[src/hdl/hmtq_pkg.sv]
`timescale 1ns / 1ps

package hmtq_pkg;

  localparam int MAX_SIDE  = 128;
  localparam int FRAC      = 16;
  localparam int SIDE_W    = $clog2(MAX_SIDE + 1);
  localparam int CELL_W    = $clog2(MAX_SIDE);
  localparam int DEPTH     = MAX_SIDE * MAX_SIDE;
  localparam int IDX_W     = $clog2(DEPTH);
  localparam int BANK_AW   = IDX_W - 1;
  localparam int BANK_D    = DEPTH / 2;
  localparam int DATA_W    = 32;
  localparam int SPACE_W   = 16;
  localparam int MAG_W     = 32;
  localparam int POS_W     = MAG_W + 2;
  localparam int NLANE     = 6;
  localparam int NSAMP     = 5;
  localparam int TAG_W     = 3;
  localparam int ONE       = 1 << FRAC;
  localparam int OFFSET    = (3 * ONE + 5) / 10;
  localparam int DY        = 2 * OFFSET;
  localparam longint DY_SQ = longint'(DY) * longint'(DY);
  localparam int NRM_W     = 16;

  localparam logic signed [MAG_W:0] OFFSET_V = (MAG_W + 1)'(OFFSET);

  // lanes of the divider
  localparam int LN_X  = 0;
  localparam int LN_XM = 1;
  localparam int LN_XP = 2;
  localparam int LN_Z  = 3;
  localparam int LN_ZM = 4;
  localparam int LN_ZP = 5;

  // sample tags
  localparam logic [TAG_W-1:0] SMP_C = 3'd0;
  localparam logic [TAG_W-1:0] SMP_L = 3'd1;
  localparam logic [TAG_W-1:0] SMP_R = 3'd2;
  localparam logic [TAG_W-1:0] SMP_D = 3'd3;
  localparam logic [TAG_W-1:0] SMP_U = 3'd4;
  localparam logic [TAG_W-1:0] SMP_END = 3'd5;

  localparam logic ACT_WRITE = 1'b0;
  localparam logic ACT_QUERY = 1'b1;

  localparam logic CFG_SPACING = 1'b0;
  localparam logic CFG_SIDE    = 1'b1;

  typedef logic signed [POS_W-1:0] pos_t;
  typedef pos_t [NLANE-1:0] pos_vec_t;

  typedef struct packed {
    pos_t             gx;
    pos_t             gz;
    logic [TAG_W-1:0] tag;
  } samp_req_t;

  typedef struct packed {
    logic [TAG_W-1:0]           tag;
    logic                       oob;
    logic signed [DATA_W-1:0]   h;
  } samp_res_t;

  typedef struct packed {
    logic                     oob;
    logic signed [DATA_W-1:0] h0;
    logic signed [DATA_W-1:0] hl;
    logic signed [DATA_W-1:0] hr;
    logic signed [DATA_W-1:0] hd;
    logic signed [DATA_W-1:0] hu;
  } norm_in_t;

  typedef struct packed {
    logic                     oob;
    logic signed [DATA_W-1:0] height;
    logic signed [NRM_W-1:0]  nx;
    logic signed [NRM_W-1:0]  ny;
    logic signed [NRM_W-1:0]  nz;
  } norm_res_t;

endpackage

[src/hdl/hmtq_grid_div.sv]
`timescale 1ns / 1ps

module hmtq_grid_div (
  input  logic                              clk_i,
  input  logic                              rst_ni,
  input  logic                              start_i,
  input  logic signed [31:0]                coord_x_i,
  input  logic signed [31:0]                coord_z_i,
  input  logic [hmtq_pkg::SPACE_W-1:0]      spacing_i,
  input  hmtq_pkg::pos_t                    half_span_i,
  output logic                              ready_o,
  output logic                              done_o,
  input  logic                              take_i,
  output hmtq_pkg::pos_vec_t                pos_o
);
  import hmtq_pkg::*;

  localparam int STEP_W = $clog2(MAG_W);
  localparam logic [1:0] DV_IDLE = 2'd0;
  localparam logic [1:0] DV_RUN  = 2'd1;
  localparam logic [1:0] DV_FIX  = 2'd2;
  localparam logic [1:0] DV_DONE = 2'd3;

  logic [1:0]              state_q;
  logic [STEP_W-1:0]       step_q;
  logic [SPACE_W-1:0]      div_q;
  logic [MAG_W-1:0]        mag_q [NLANE];
  logic [MAG_W-1:0]        mag_d [NLANE];
  logic [SPACE_W-1:0]      rem_q [NLANE];
  logic [SPACE_W-1:0]      rem_d [NLANE];
  logic [NLANE-1:0]        neg_q;
  pos_vec_t                pos_q;

  logic signed [MAG_W:0]   init_v [NLANE];
  logic [MAG_W:0]          init_m [NLANE];
  logic [SPACE_W:0]        rs [NLANE];
  logic                    ge [NLANE];
  pos_t                    qf [NLANE];

  always_comb begin
    init_v[LN_X]  = {coord_x_i[31], coord_x_i};
    init_v[LN_XM] = init_v[LN_X] - OFFSET_V;
    init_v[LN_XP] = init_v[LN_X] + OFFSET_V;
    init_v[LN_Z]  = {coord_z_i[31], coord_z_i};
    init_v[LN_ZM] = init_v[LN_Z] - OFFSET_V;
    init_v[LN_ZP] = init_v[LN_Z] + OFFSET_V;
    for (int k = 0; k < NLANE; k++) begin
      init_m[k] = init_v[k][MAG_W] ? (~init_v[k] + 1'b1) : init_v[k];
    end
  end

  // one restoring step per lane and cycle, quotient bits shift in behind
  always_comb begin
    for (int k = 0; k < NLANE; k++) begin
      rs[k]    = {rem_q[k], mag_q[k][MAG_W-1]};
      ge[k]    = rs[k] >= {1'b0, div_q};
      rem_d[k] = ge[k] ? SPACE_W'(rs[k] - {1'b0, div_q}) : rs[k][SPACE_W-1:0];
      mag_d[k] = {mag_q[k][MAG_W-2:0], ge[k]};
      // floor for negative dividends
      qf[k] = neg_q[k] ? -(POS_W'(mag_q[k]) + POS_W'(rem_q[k] != '0))
                       : POS_W'(mag_q[k]);
    end
  end

  always_ff @(posedge clk_i or negedge rst_ni) begin
    if (!rst_ni) begin
      state_q <= DV_IDLE;
      step_q  <= '0;
    end else begin
      unique case (state_q)
        DV_IDLE: begin
          if (start_i) begin
            state_q <= DV_RUN;
            step_q  <= '0;
          end
        end
        DV_RUN: begin
          step_q <= step_q + 1'b1;
          if (step_q == STEP_W'(MAG_W - 1)) state_q <= DV_FIX;
        end
        DV_FIX:  state_q <= DV_DONE;
        DV_DONE: if (take_i) state_q <= DV_IDLE;
        default: state_q <= DV_IDLE;
      endcase
    end
  end

  always_ff @(posedge clk_i) begin
    if (state_q == DV_IDLE && start_i) begin
      div_q <= (spacing_i == '0) ? SPACE_W'(1) : spacing_i;
      for (int k = 0; k < NLANE; k++) begin
        mag_q[k] <= init_m[k][MAG_W-1:0];
        rem_q[k] <= '0;
        neg_q[k] <= init_v[k][MAG_W];
      end
    end else if (state_q == DV_RUN) begin
      for (int k = 0; k < NLANE; k++) begin
        mag_q[k] <= mag_d[k];
        rem_q[k] <= rem_d[k];
      end
    end else if (state_q == DV_FIX) begin
      for (int k = 0; k < NLANE; k++) begin
        pos_q[k] <= qf[k] + half_span_i;
      end
    end
  end

  assign ready_o = (state_q == DV_IDLE);
  assign done_o  = (state_q == DV_DONE);
  assign pos_o   = pos_q;

endmodule

[config.mk]
export PLATFORM = sky130hd
export DESIGN_NAME = hmtq_grid_div
export DESIGN_NICKNAME = d
export VERILOG_FILES = /design/src/hdl/hmtq_pkg.sv /design/src/hdl/hmtq_grid_div.sv
export SDC_FILE = /design/constraint.sdc
export NUM_CORES = 2
export LEC_CHECK = 0
export ABC_AREA = 0
export BUFFER_PORTS_ARGS = -buffer_cell sky130_fd_sc_hd__buf_4
export CELL_PAD_IN_SITES_DETAIL_PLACEMENT = 0
export CELL_PAD_IN_SITES_GLOBAL_PLACEMENT = 2
export CORE_MARGIN = 8
export CORE_UTILIZATION = 39
export DETAILED_ROUTE_END_ITERATION = 16
export PLACE_DENSITY = 0.81
export SYNTH_ARGS = -nofsm -noshare
export SYNTH_HDL_FRONTEND = slang
export SYNTH_SLANG_ARGS = --single-unit
[constraint.sdc]
create_clock -name clk_i -period 6.4 [get_ports clk_i]
set_input_delay 0.96 -clock clk_i [delete_from_list [all_inputs] [get_ports clk_i]]
set_output_delay 0.96 -clock clk_i [all_outputs]
set_load 0.02 [all_outputs]
==> qor.txt <==
Worst EP required: 6.80 ns
commonest non-fill, non-tap cell in the layout: nand2_1
mux contribution to synthesized area: 0.0232
Worst-Skew Late Latency: 0.68 ns
die area: 147,000 µm²
sequential cell area fraction in the yosys report: 0.297
Most common cell on crit path: ha_1
Die Y: 383 µm
Achievable Freq: 163 MHz
PnR worst setup slack: 0.266 ns
worst slack, placed: 0.207 ns
max incr delay on CP: 0.42 ns
H-tree levels: 3
largest family of logic cells by synthesized area: compound AO/OA/AOI/OAI gates
CP endpoint kind: flop
vias in the first global route: 44,600
vias per cell: 5.66
io pins: 324
clock slew seen by the registers of the worst setup and hold paths: 0.06 ns
XOR/XNOR share of the synthesized area: 0.105
Syn Std Cell Area: 52,500 µm²
fin crit period: 6.13 ns
Layout fillers: 13,400
Synth Instances: 6,121
Min-Delay Path Class: in -> async
largest net degree at the start of global routing: 140
MaxCap Viol Count: 0
Compound-Gate Fraction of Synth Area: 0.230
Worst-Margin Slew: 1.26 ns
Routed WL: 185,000 µm
total track usage: 0.241
post-synthesis adder-cell area fraction: 0.129
fraction of layout cells with a size suffix above 1: 0.102
routability congestion estimate from global placement: 0.899
run status: finished clean
DRC viols: 0
die width: 383 µm
worst-path fanout max: 5
Final ANT Viol Nets: 0
Initial Utilization: 0.393
detailed-route via count: 46,300
Mapped Nets: 6,773
final instance count without filler cells: 8,178
commonest non-fill, non-tap cells in the layout: nand2_1, ha_1, edfxtp_1
max-slew violations: 0
quantity of I/O buffers inserted on ports: 323
# rows: 134
Hold Buf Count CTS: 0
drt wl/cell: 22.6 µm
first-pass GRT wire length: 275,000 µm
Layout Nets: 6,999
share of synthesized flip-flops with an asynchronous set or reset: 0.0134
Num CTS Buffers: 71
Relative slew margins: 0.161
EDFF count, synth: 514
Fin. Hold Viols: 0
YS warnings: 0
mean post-synth cell area: 8.57 µm²
Area Overhead vs Synth: 12.9%
# placed instances: 8,042
slowest library cell on the worst path: edfxtp_1
Tcrit/Tclk final: 0.958
Core Area: 133,000 µm²
Post-synth top flop: edfxtp_1
crit start category: flop
setup_tns: 0 ns
Worst Path Class, Setup: reg -> reg
clock sink count: 521
global route overflow: 0
Iter 0 DRT Violations: 3,376
Clock Root Buffer: clkbuf_16
initial antenna violation count: 21
CTS max path bufs: 3
Clock Skews: 0.0290 ns
Distinct cells, synth: 121
FF+latch count, synth: 521
CTS tree: yes
crit path DAT: 6.54 ns
hpwl dp: 141,000 µm
endpoints failing setup: 0
Initial DRT Pass Iterations: 6
Post-Synth Simple-Gate Area: 0.168
-- repair_timing --
action | 4_1_cts | 5_1_grt
resized for setup | 0 | 29
setup buffers | 0 | 0
setup endpoints to repair | 0 | 19
-- logic make-up (layout without fill, tap and decap cells) --
logic type / count (synthesis) / in the layout
AOI/OAI and AO/OA: 1871 / 1871
xor gates and xnor gates: 623 / 623
adders and majority gates: 534 / 534
buffers and inverters: 639 / 917
DFF: 521 / 521
muxes: 121 / 121
other: 0 / 11
and+or+nand+nor: 1812 / 1812
-- layer usage --
metal,wire length (µm),track usage
met1,83800,0.320
met2,84100,0.393
met3,10200,0.0394
met4,6890,0.0903
met5,69,0
-- cell usage after synthesis, types with 153 or more instances --
| master | count | share of area |
|---|---|---|
| a21oi_1 | 448 | 0.043 |
| nor2_1 | 463 | 0.033 |
| o21ai_0 | 515 | 0.049 |
| edfxtp_1 | 514 | 0.29 |
| nand3_1 | 153 | 0.015 |
| xor2_1 | 218 | 0.036 |
| nand2_1 | 552 | 0.039 |
| xnor2_1 | 402 | 0.067 |
| inv_1 | 397 | 0.028 |
| a21o_1 | 205 | 0.029 |
| ha_1 | 522 | 0.12 |
| clkbuf_1 | 173 | 0.012 |
-- flip-flops by register name (all words and copies together) (netlist names) --
register  flops
mag_q       192
pos_o       204
neg_q         6
div_q        16
rem_q        96
state_q       2
step_q        5
-- worst max-delay path, delay by kind of cell, from the launching register on --
family | cells | cell delay [ns]
AO/OA/AOI/OAI | 10 | 2.47
AND/OR/NAND/NOR | 7 | 1.40
multiplexers | 1 | 0.09
flip-flops | 1 | 0.42
XOR/XNOR | 2 | 0.49
adder cells (fa/ha/maj) | 4 | 0.93
buffers and inverters | 1 | 0.06
-- layout make-up --
type | instances | area, µm² | area share
inverter | 402 | 1510 | 0.0255
clock inverter | 45 | 527 | 0.00889
sequential | 521 | 15600 | 0.264
antenna | 11 | 27.5 | 0.000465
timing repair buffer | 390 | 2980 | 0.0503
clock buffer | 80 | 1810 | 0.0306
multi-input combinational | 4961 | 34500 | 0.583
tap | 1768 | 2210 | 0.0374
-- path summary, 6_finish.rpt --
| kind | from | endpoint | slack [ns] | cells after the start |
|---|---|---|---|---|
| max in group asynchronous | rst_ni | step_q[0] | 6.17 | 1 |
| worst max-delay path | rem_q[4][10] | pos_o[169] | 0.27 | 25 |
| worst max register to register | rem_q[4][10] | pos_o[169] | 0.27 | 25 |
| worst min register to register | step_q[4] | step_q[4] | 0.51 | 2 |
| worst min-delay path | rst_ni | step_q[4] | 0.10 | 1 |
| min in group clk_i | spacing_i[6] | div_q[6] | 0.49 | 1 |
-- through the flow --
step	utilization	cell area, µm²	hold slack (ns)
6_report	0.444	59200	0.103
5_1_grt	0.444	59200	0.0816
2_1_floorplan	-	52500	0.477
3_3_place_gp	0.425	56700	0.493
4_1_cts	0.443	59100	0.0444
3_5_place_dp	0.425	56700	0.501
Power is left out: the tool's default activity adds up to more than one toggle a clock period on the data nets, which glitch-free logic cannot reach.
